===== config.mk =====
export PLATFORM = sky130hd
export DESIGN_NAME = crc8_checked_frame_receiver
export DESIGN_NICKNAME = d
export VERILOG_FILES = /design/src/design/crc8fr_pkg.sv /design/src/design/crc8_checked_frame_receiver.sv
export SDC_FILE = /design/constraint.sdc
export NUM_CORES = 1
export LEC_CHECK = 0
export BUFFER_PORTS_ARGS = -buffer_cell sky130_fd_sc_hd__buf_2
export CORE_MARGIN = 2
export CORE_UTILIZATION = 53
export DETAILED_ROUTE_END_ITERATION = 10
export MAX_ROUTING_LAYER = met4
export PLACE_DENSITY = 0.76
export SLEW_MARGIN = 20
export SYNTH_ARGS = -nofsm -noshare
export SYNTH_HDL_FRONTEND = slang
export SYNTH_SLANG_ARGS = --single-unit
export TNS_END_PERCENT = 1

===== constraint.sdc =====
create_clock -name clk -period 2.3 [get_ports clk]
set_input_delay 0.115 -clock clk [delete_from_list [all_inputs] [get_ports clk]]
set_output_delay 0.115 -clock clk [all_outputs]
set_load 0.02 [all_outputs]

===== src/design/crc8fr_pkg.sv =====
// ----------------------------------------------------------------------------
// crc8fr_pkg
// Shared types, constants and the byte-wide CRC-8 update for the framed
// packet receiver.
// ----------------------------------------------------------------------------
package crc8fr_pkg;

	// register indexes on the configuration port
	localparam int unsigned CfgIdxW = 2;
	localparam logic [CfgIdxW-1:0] CFG_HEADER_BYTE     = 2'd0;
	localparam logic [CfgIdxW-1:0] CFG_INFO_COMMAND    = 2'd1;
	localparam logic [CfgIdxW-1:0] CFG_MIN_INFO_LENGTH = 2'd2;

	// register reset values
	localparam logic [7:0] HEADER_BYTE_RST     = 8'h55;
	localparam logic [3:0] INFO_COMMAND_RST    = 4'h0;
	localparam logic [7:0] MIN_INFO_LENGTH_RST = 8'h01;

	// protocol constants
	localparam logic [3:0] CAMERA_DEVICE = 4'h2;
	localparam logic [7:0] CRC_POLY      = 8'h31;
	localparam logic [7:0] CRC_INIT      = 8'h00;

	// frame phase, one-hot
	typedef enum logic [4:0] {
		PH_HEADER  = 5'b00001,
		PH_COMMAND = 5'b00010,
		PH_LENGTH  = 5'b00100,
		PH_DATA    = 5'b01000,
		PH_CRC     = 5'b10000
	} phase_t;

	// one byte through the crc, msb first, no reflection
	function automatic logic [7:0] crc8_update(input logic [7:0] crc, input logic [7:0] b);
		logic [7:0] v;
		v = crc ^ b;
		for (int i = 0; i < 8; i++) begin
			if (v[7]) begin
				v = {v[6:0], 1'b0} ^ CRC_POLY;
			end else begin
				v = {v[6:0], 1'b0};
			end
		end
		return v;
	endfunction

endpackage


===== src/design/crc8_checked_frame_receiver.sv =====
// ----------------------------------------------------------------------------
// crc8_checked_frame_receiver
// Byte-serial frame receiver: header hunt, device check, length, payload
// and a CRC-8 (poly 0x31, init 0, msb first) verdict at frame end.
// ----------------------------------------------------------------------------
// One received byte gives exactly one result word. A byte is taken into an
// input register, and from there the frame state and the CRC are updated
// by a combinational eight-step CRC network while the result is written
// to the output register. The block sustains one byte per clock while the
// result side takes every word; the result word is held in the output
// register until it is taken. While a result waits, one more byte can
// still be taken into an empty input register; after that the input
// stalls until the result is taken. Payload bytes are reported as they
// arrive and are tentative until frame_done with crc_ok. camera_ready is sticky until reset.
// Configuration writes take effect at once and are meant for idle periods.
module crc8_checked_frame_receiver
	import crc8fr_pkg::*;
(
	input  logic               clk,
	input  logic               arst_n,
	// configuration
	input  logic               cfg_we,
	input  logic [CfgIdxW-1:0] cfg_index,
	input  logic [7:0]         cfg_data,
	// received bytes
	input  logic               in_valid,
	output logic               in_ready,
	input  logic [7:0]         rx_byte,
	// results
	output logic               out_valid,
	input  logic               out_ready,
	output logic               payload_valid,
	output logic [7:0]         payload_byte,
	output logic [7:0]         payload_index,
	output logic               frame_done,
	output logic               crc_ok,
	output logic [3:0]         command_id,
	output logic [7:0]         payload_length,
	output logic               camera_ready
);

	// configuration registers
	logic [7:0] header_byte_q;
	logic [3:0] info_command_q;
	logic [7:0] min_info_length_q;

	always_ff @(posedge clk or negedge arst_n) begin
		if (!arst_n) begin
			header_byte_q     <= HEADER_BYTE_RST;
			info_command_q    <= INFO_COMMAND_RST;
			min_info_length_q <= MIN_INFO_LENGTH_RST;
		end else if (cfg_we) begin
			unique case (cfg_index)
				CFG_HEADER_BYTE:     header_byte_q     <= cfg_data;
				CFG_INFO_COMMAND:    info_command_q    <= cfg_data[3:0];
				CFG_MIN_INFO_LENGTH: min_info_length_q <= cfg_data;
				default: ;
			endcase
		end
	end

	// handshake and stage control
	logic       valid_s1;
	logic [7:0] rx_byte_s1;
	logic       out_valid_q;
	logic       out_free;
	logic       advance;

	assign out_free = !out_valid_q || out_ready;
	assign advance  = valid_s1 && out_free;
	assign in_ready = !valid_s1 || out_free;

	// input register
	always_ff @(posedge clk or negedge arst_n) begin
		if (!arst_n) begin
			valid_s1 <= 1'b0;
		end else if (in_ready) begin
			valid_s1 <= in_valid;
		end
	end

	always_ff @(posedge clk) begin
		if (in_ready && in_valid) begin
			rx_byte_s1 <= rx_byte;
		end
	end

	// frame state
	phase_t     phase_q;
	logic [7:0] data_count_q;
	logic [7:0] frame_length_q;
	logic [7:0] running_crc_q;
	logic [3:0] frame_command_q;
	logic       ready_flag_q;

	phase_t     phase_d;
	logic [7:0] data_count_d;
	logic [7:0] frame_length_d;
	logic [7:0] running_crc_d;
	logic [3:0] frame_command_d;
	logic       ready_flag_d;
	logic       pv_d;
	logic [7:0] pb_d;
	logic [7:0] pi_d;
	logic       fd_d;
	logic       ok_d;
	logic [7:0] crc_step;
	logic [7:0] count_inc;

	assign crc_step  = crc8_update(running_crc_q, rx_byte_s1);
	assign count_inc = data_count_q + 8'd1;

	// next state and result word for the byte in the input register
	always_comb begin
		phase_d         = phase_q;
		data_count_d    = data_count_q;
		frame_length_d  = frame_length_q;
		running_crc_d   = running_crc_q;
		frame_command_d = frame_command_q;
		ready_flag_d    = ready_flag_q;
		pv_d            = 1'b0;
		pb_d            = 8'd0;
		pi_d            = 8'd0;
		fd_d            = 1'b0;
		ok_d            = 1'b0;
		unique case (phase_q)
			PH_COMMAND: begin
				if (rx_byte_s1[7:4] == CAMERA_DEVICE) begin
					frame_command_d = rx_byte_s1[3:0];
					running_crc_d   = crc_step;
					phase_d         = PH_LENGTH;
				end else begin
					phase_d = PH_HEADER;
				end
			end
			PH_LENGTH: begin
				frame_length_d = rx_byte_s1;
				running_crc_d  = crc_step;
				data_count_d   = 8'd0;
				phase_d        = (rx_byte_s1 == 8'd0) ? PH_CRC : PH_DATA;
			end
			PH_DATA: begin
				pv_d          = 1'b1;
				pb_d          = rx_byte_s1;
				pi_d          = data_count_q;
				running_crc_d = crc_step;
				data_count_d  = count_inc;
				if (count_inc == frame_length_q) begin
					phase_d = PH_CRC;
				end
			end
			PH_CRC: begin
				fd_d    = 1'b1;
				phase_d = PH_HEADER;
				if (running_crc_q == rx_byte_s1) begin
					ok_d = 1'b1;
					if (frame_command_q == info_command_q
					    && frame_length_q >= min_info_length_q) begin
						ready_flag_d = 1'b1;
					end
				end
			end
			default: begin
				// header hunt, also the fallback for codes that are not a phase
				if (rx_byte_s1 == header_byte_q) begin
					running_crc_d = crc8_update(CRC_INIT, rx_byte_s1);
					data_count_d  = 8'd0;
					phase_d       = PH_COMMAND;
				end else begin
					phase_d = PH_HEADER;
				end
			end
		endcase
	end

	always_ff @(posedge clk or negedge arst_n) begin
		if (!arst_n) begin
			phase_q         <= PH_HEADER;
			data_count_q    <= 8'd0;
			frame_length_q  <= 8'd0;
			running_crc_q   <= CRC_INIT;
			frame_command_q <= 4'd0;
			ready_flag_q    <= 1'b0;
		end else if (advance) begin
			phase_q         <= phase_d;
			data_count_q    <= data_count_d;
			frame_length_q  <= frame_length_d;
			running_crc_q   <= running_crc_d;
			frame_command_q <= frame_command_d;
			ready_flag_q    <= ready_flag_d;
		end
	end

	// result register
	logic       pv_q;
	logic [7:0] pb_q;
	logic [7:0] pi_q;
	logic       fd_q;
	logic       ok_q;
	logic [3:0] cmd_q;
	logic [7:0] len_q;
	logic       rdy_q;

	always_ff @(posedge clk or negedge arst_n) begin
		if (!arst_n) begin
			out_valid_q <= 1'b0;
		end else if (out_free) begin
			out_valid_q <= valid_s1;
		end
	end

	always_ff @(posedge clk) begin
		if (advance) begin
			pv_q  <= pv_d;
			pb_q  <= pb_d;
			pi_q  <= pi_d;
			fd_q  <= fd_d;
			ok_q  <= ok_d;
			cmd_q <= frame_command_d;
			len_q <= frame_length_d;
			rdy_q <= ready_flag_d;
		end
	end

	assign out_valid      = out_valid_q;
	assign payload_valid  = pv_q;
	assign payload_byte   = pb_q;
	assign payload_index  = pi_q;
	assign frame_done     = fd_q;
	assign crc_ok         = ok_q;
	assign command_id     = cmd_q;
	assign payload_length = len_q;
	assign camera_ready   = rdy_q;

	// checks
	a_word_kind: assert property (@(posedge clk) disable iff (!arst_n)
		out_valid_q |-> !(pv_q && fd_q))
		else $error("payload word and frame end word at once");

	a_ok_needs_done: assert property (@(posedge clk) disable iff (!arst_n)
		(out_valid_q && ok_q) |-> fd_q)
		else $error("crc_ok without frame_done");

	a_ready_sticky: assert property (@(posedge clk) disable iff (!arst_n)
		ready_flag_q |=> ready_flag_q)
		else $error("camera ready flag cleared");

	a_data_count: assert property (@(posedge clk) disable iff (!arst_n)
		(phase_q == PH_DATA) |-> (data_count_q < frame_length_q))
		else $error("payload count ran past frame length");

	a_stall_holds: assert property (@(posedge clk) disable iff (!arst_n)
		!in_ready |-> (valid_s1 && out_valid_q))
		else $error("input stalled with a free stage");

endmodule


==> out/results.txt <==
The total negative slack for setup checks was 0 ns; the height of the die was 101 um. The run finished with clean final reports. Counting every instance in the synthesized netlist gives 418.

For this block, the via count after detailed routing is 3321. Setup violations remaining at the end of the flow were counted as 0. Port buffering added 56 buffers. At the later pin of the worst-skew pair, clock insertion delay measures 0.37 ns.

Summed over all layers, the global routing overflow is 0. The fraction of layout instances using a drive strength above 1 works out to 0.315. The worst setup path is of the flop to flop kind.

In this run, synthesis produced a sequential element count of 96. CTS placed an instance of sky130_fd_sc_hd__clkbuf_8 at the clock tree root. The logs give 2.41 ns for the worst path arrival time and 5780 um2 for the cell area after layout.

For the final count of pins violating max slew, the log shows 0. The run gives 0 as the number of warnings printed during yosys synthesis. Counting every sink on the clock net gives 96.

Once placement finished, the instance area stood at 5460 um2. The run gives 0 as the max-capacitance violation count. The number of flops mapped to enable cells by yosys is 40, and the count of endpoints failing hold in the final timing report is 0. The run gives 0.272 as the clock network fraction of total power. The count of pins on the block boundary is 57, and the part of the power in combinational logic is 0.197. A synthesized cell averages 12.0 um2. Across all setup checks in the final design, the least slack found is 0.134 ns. Summed over all nets, the switching power comes to 1.19 mW. The tools report the antenna diode count as 0.

TritonCTS built the clock tree. The tools report the floorplan die area as 10200 um2. The sequential fraction of design power was 0.531. The top fanout value on the critical path came out at 9. The maximum buffer depth of the clock tree is 2, and the routed wirelength normalized by instance count is 16.7 um. The post-route minimum period works out to 2.17 ns.

In this run the worst hold path is classified as input pin to flop. Setup repair after global routing left no endpoint under its margin. The tools report the number of distinct standard cells referenced by the synthesized netlist as 57. The top cell types in the final layout, fill and taps aside, are 56 x sky130_fd_sc_hd__buf_2, 49 x sky130_fd_sc_hd__dfrtp_1, 40 x sky130_fd_sc_hd__edfxtp_1. The run gives 0.520 as the max-slew headroom at the worst pin. Entering global routing, the biggest net connects 57 pins. The floorplan has 35 rows. The combined global-route utilization of all metal layers is 0.219. The sequential area share after synthesis is 0.521, and the clock transition at the register clock pins on the worst setup and hold paths after CTS is 0.10 ns.

The library cell used most frequently in the layout, excluding fill and tap cells, is sky130_fd_sc_hd__buf_2. The tools report the post-placement setup slack as 0.139 ns. The endpoint type of the worst setup path was a flop. The logs give 2.73 mW for the internal cell power and 2.55 ns for the required time of the critical path. The logs give 10200 um for the routed wire length and 9200 um2 for the core box area. The worst-case IR drop observed on VDD is 0.446 mV. The static leakage is 2.56 nW. For the iteration-0 DRC count of the detailed router, the log shows 166. The wire length of the first global-routing pass came out at 16400 um. The tools report the final instance count without filler cells as 612. The fraction of registers with async set/reset was 0.583; the placer's final routability congestion estimate was 0.878. The number of H-tree levels was 3. The final clock skew is 0.00745 ns. The detailed-placement wirelength estimate was 7370 um. The run gives 583 as the placed cell count. The number of nets in the layout is 528. Type of element launching the critical path: a flop.

For the area of the mapped netlist, the log shows 5010 um2. The part of the cycle the worst path needs is 0.942, and the switching share of total power is 0.303. The routed via count divided by cell count is 5.43, and the number of remaining DRC errors is 0.

The transition at the pin with the smallest max-transition slack is 0.719 ns, and the post-synthesis to final-layout area growth is 15.5%. From left edge to right edge, the die measures 101 um. In this run the remaining antenna-violating nets after routing total 0. The number of global-route vias before repair was 3257. The first TritonRoute pass finished after 4 iterations. The run gives 0.462 GHz as the maximum operating frequency. In this run, CTS created clock tree buffers numbering 9. Among all flip-flop cells after synthesis, the most frequent one is sky130_fd_sc_hd__dfrtp_1. For this design the ratio of total power to cell area is 677 nW/um2. The initial antenna violation count was 0; the synthesized netlist net count was 450. Effective utilization at floorplan: 0.545.
-- worst paths after layout --
path	start	endpoint	slack, ns	cells past startpoint
max	rx_byte_s1[4]	data_count_q[7]	0.13	6
min	cfg_data[3]	info_command_q[3]	0.02	2
max reg2reg	rx_byte_s1[4]	data_count_q[7]	0.13	6
min reg2reg	ready_flag_q	ready_flag_q	0.47	2
max in group asynchronous	arst_n	data_count_q[0]	1.38	3
min in group asynchronous	arst_n	running_crc_q[7]	0.41	3
-- power by group through the flow --
stage / sequential [mW] / combinational (mW) / clock, mW
after global placement: 2.11 / 0.733 / 0
after global routing: 2.10 / 0.847 / 1.15
final: 2.08 / 0.770 / 1.06
after floorplan: 2.12 / 0.537 / 0
after detailed placement: 2.12 / 0.755 / 0
after CTS: 2.08 / 0.775 / 1.07
-- area by class of cell --
class | count | area, um2
fillers | 723 | 3410
multi-input cells | 286 | 2240
clock inverters | 7 | 61.3
flip-flops and latches | 96 | 2610
repair buffers | 87 | 546
well taps | 111 | 139
clock buffers | 9 | 124
inverters | 16 | 60.1
-- cells in the mapped netlist, drive strengths merged (7+ instances only) --
library cell	number	share of area
dfrtp	50	0.25
mux2	43	0.10
edfxtp	40	0.24
nand2	38	0.030
xnor2	34	0.062
xor2	29	0.051
nor2	21	0.019
and2	20	0.025
inv	16	0.012
buf	13	0.015
o21ai	13	0.013
a21oi	11	0.011
ha	9	0.022
nand3	8	0.010
clkbuf	7	0.0052
-- metal layers --
layer / vias up / GRT usage / share of wire
li1: 1609 / - / -
met1: 1598 / 0.282 / 0.45
met2: 100 / 0.347 / 0.49
met3: 14 / 0.0428 / 0.045
met4: 0 / 0.0800 / 0.019
met5: - / - / 0
-- cells by family (layout without fill, tap and decap cells) --
logic type	count (synthesis)	after routing	share of synthesized area
compound gates	51	51	0.0722
xor+xnor	63	63	0.113
fa+ha+maj	9	9	0.0225
buf+inv	36	119	0.0322
flops	96	96	0.521
mux	43	43	0.103
simple gates	120	120	0.136
-- state kept, by name, summed over array words and instances, names as in the netlist, 4 cells and up --
register / count
command_id: 4
data_count_q: 8
frame_command_q: 4
frame_length_q: 8
header_byte_q: 8
info_command_q: 4
min_info_length_q: 8
payload_byte: 8
payload_index: 8
payload_length: 8
phase_q: 5
running_crc_q: 8
rx_byte_s1: 8
-- critical path, stage by stage, from the launching register on --
cell and delay [ns]:
sky130_fd_sc_hd__edfxtp_1 0.49, sky130_fd_sc_hd__xor2_1 0.21, sky130_fd_sc_hd__nor4_2 0.30, sky130_fd_sc_hd__nand2_2 0.20, sky130_fd_sc_hd__a311o_1 0.54, sky130_fd_sc_hd__o21ai_1 0.20
sky130_fd_sc_hd__o31ai_1 0.10
-- per-stage QoR --
| stage | hold slack (ns) | power [mW] | util |
|---|---|---|---|
| floorplan | -0.181 | 2.65 | - |
| global placement | 0.294 | 2.84 | 0.594 |
| detailed placement | 0.293 | 2.87 | 0.594 |
| CTS | 0.00549 | 3.93 | 0.627 |
| global route | 0.00978 | 4.10 | 0.629 |
| finish | 0.0174 | 3.92 | 0.629 |
-- what timing repair did --
action / CTS / global route
endpoints found under the setup margin: 0 / 1
setup buffers: 0 / 0
gates resized for setup: 0 / 2
hold endpoints to repair: 63 / 2
hold buffers: 12 / 1
No activity file was read; power rests on OpenSTA's default activity.
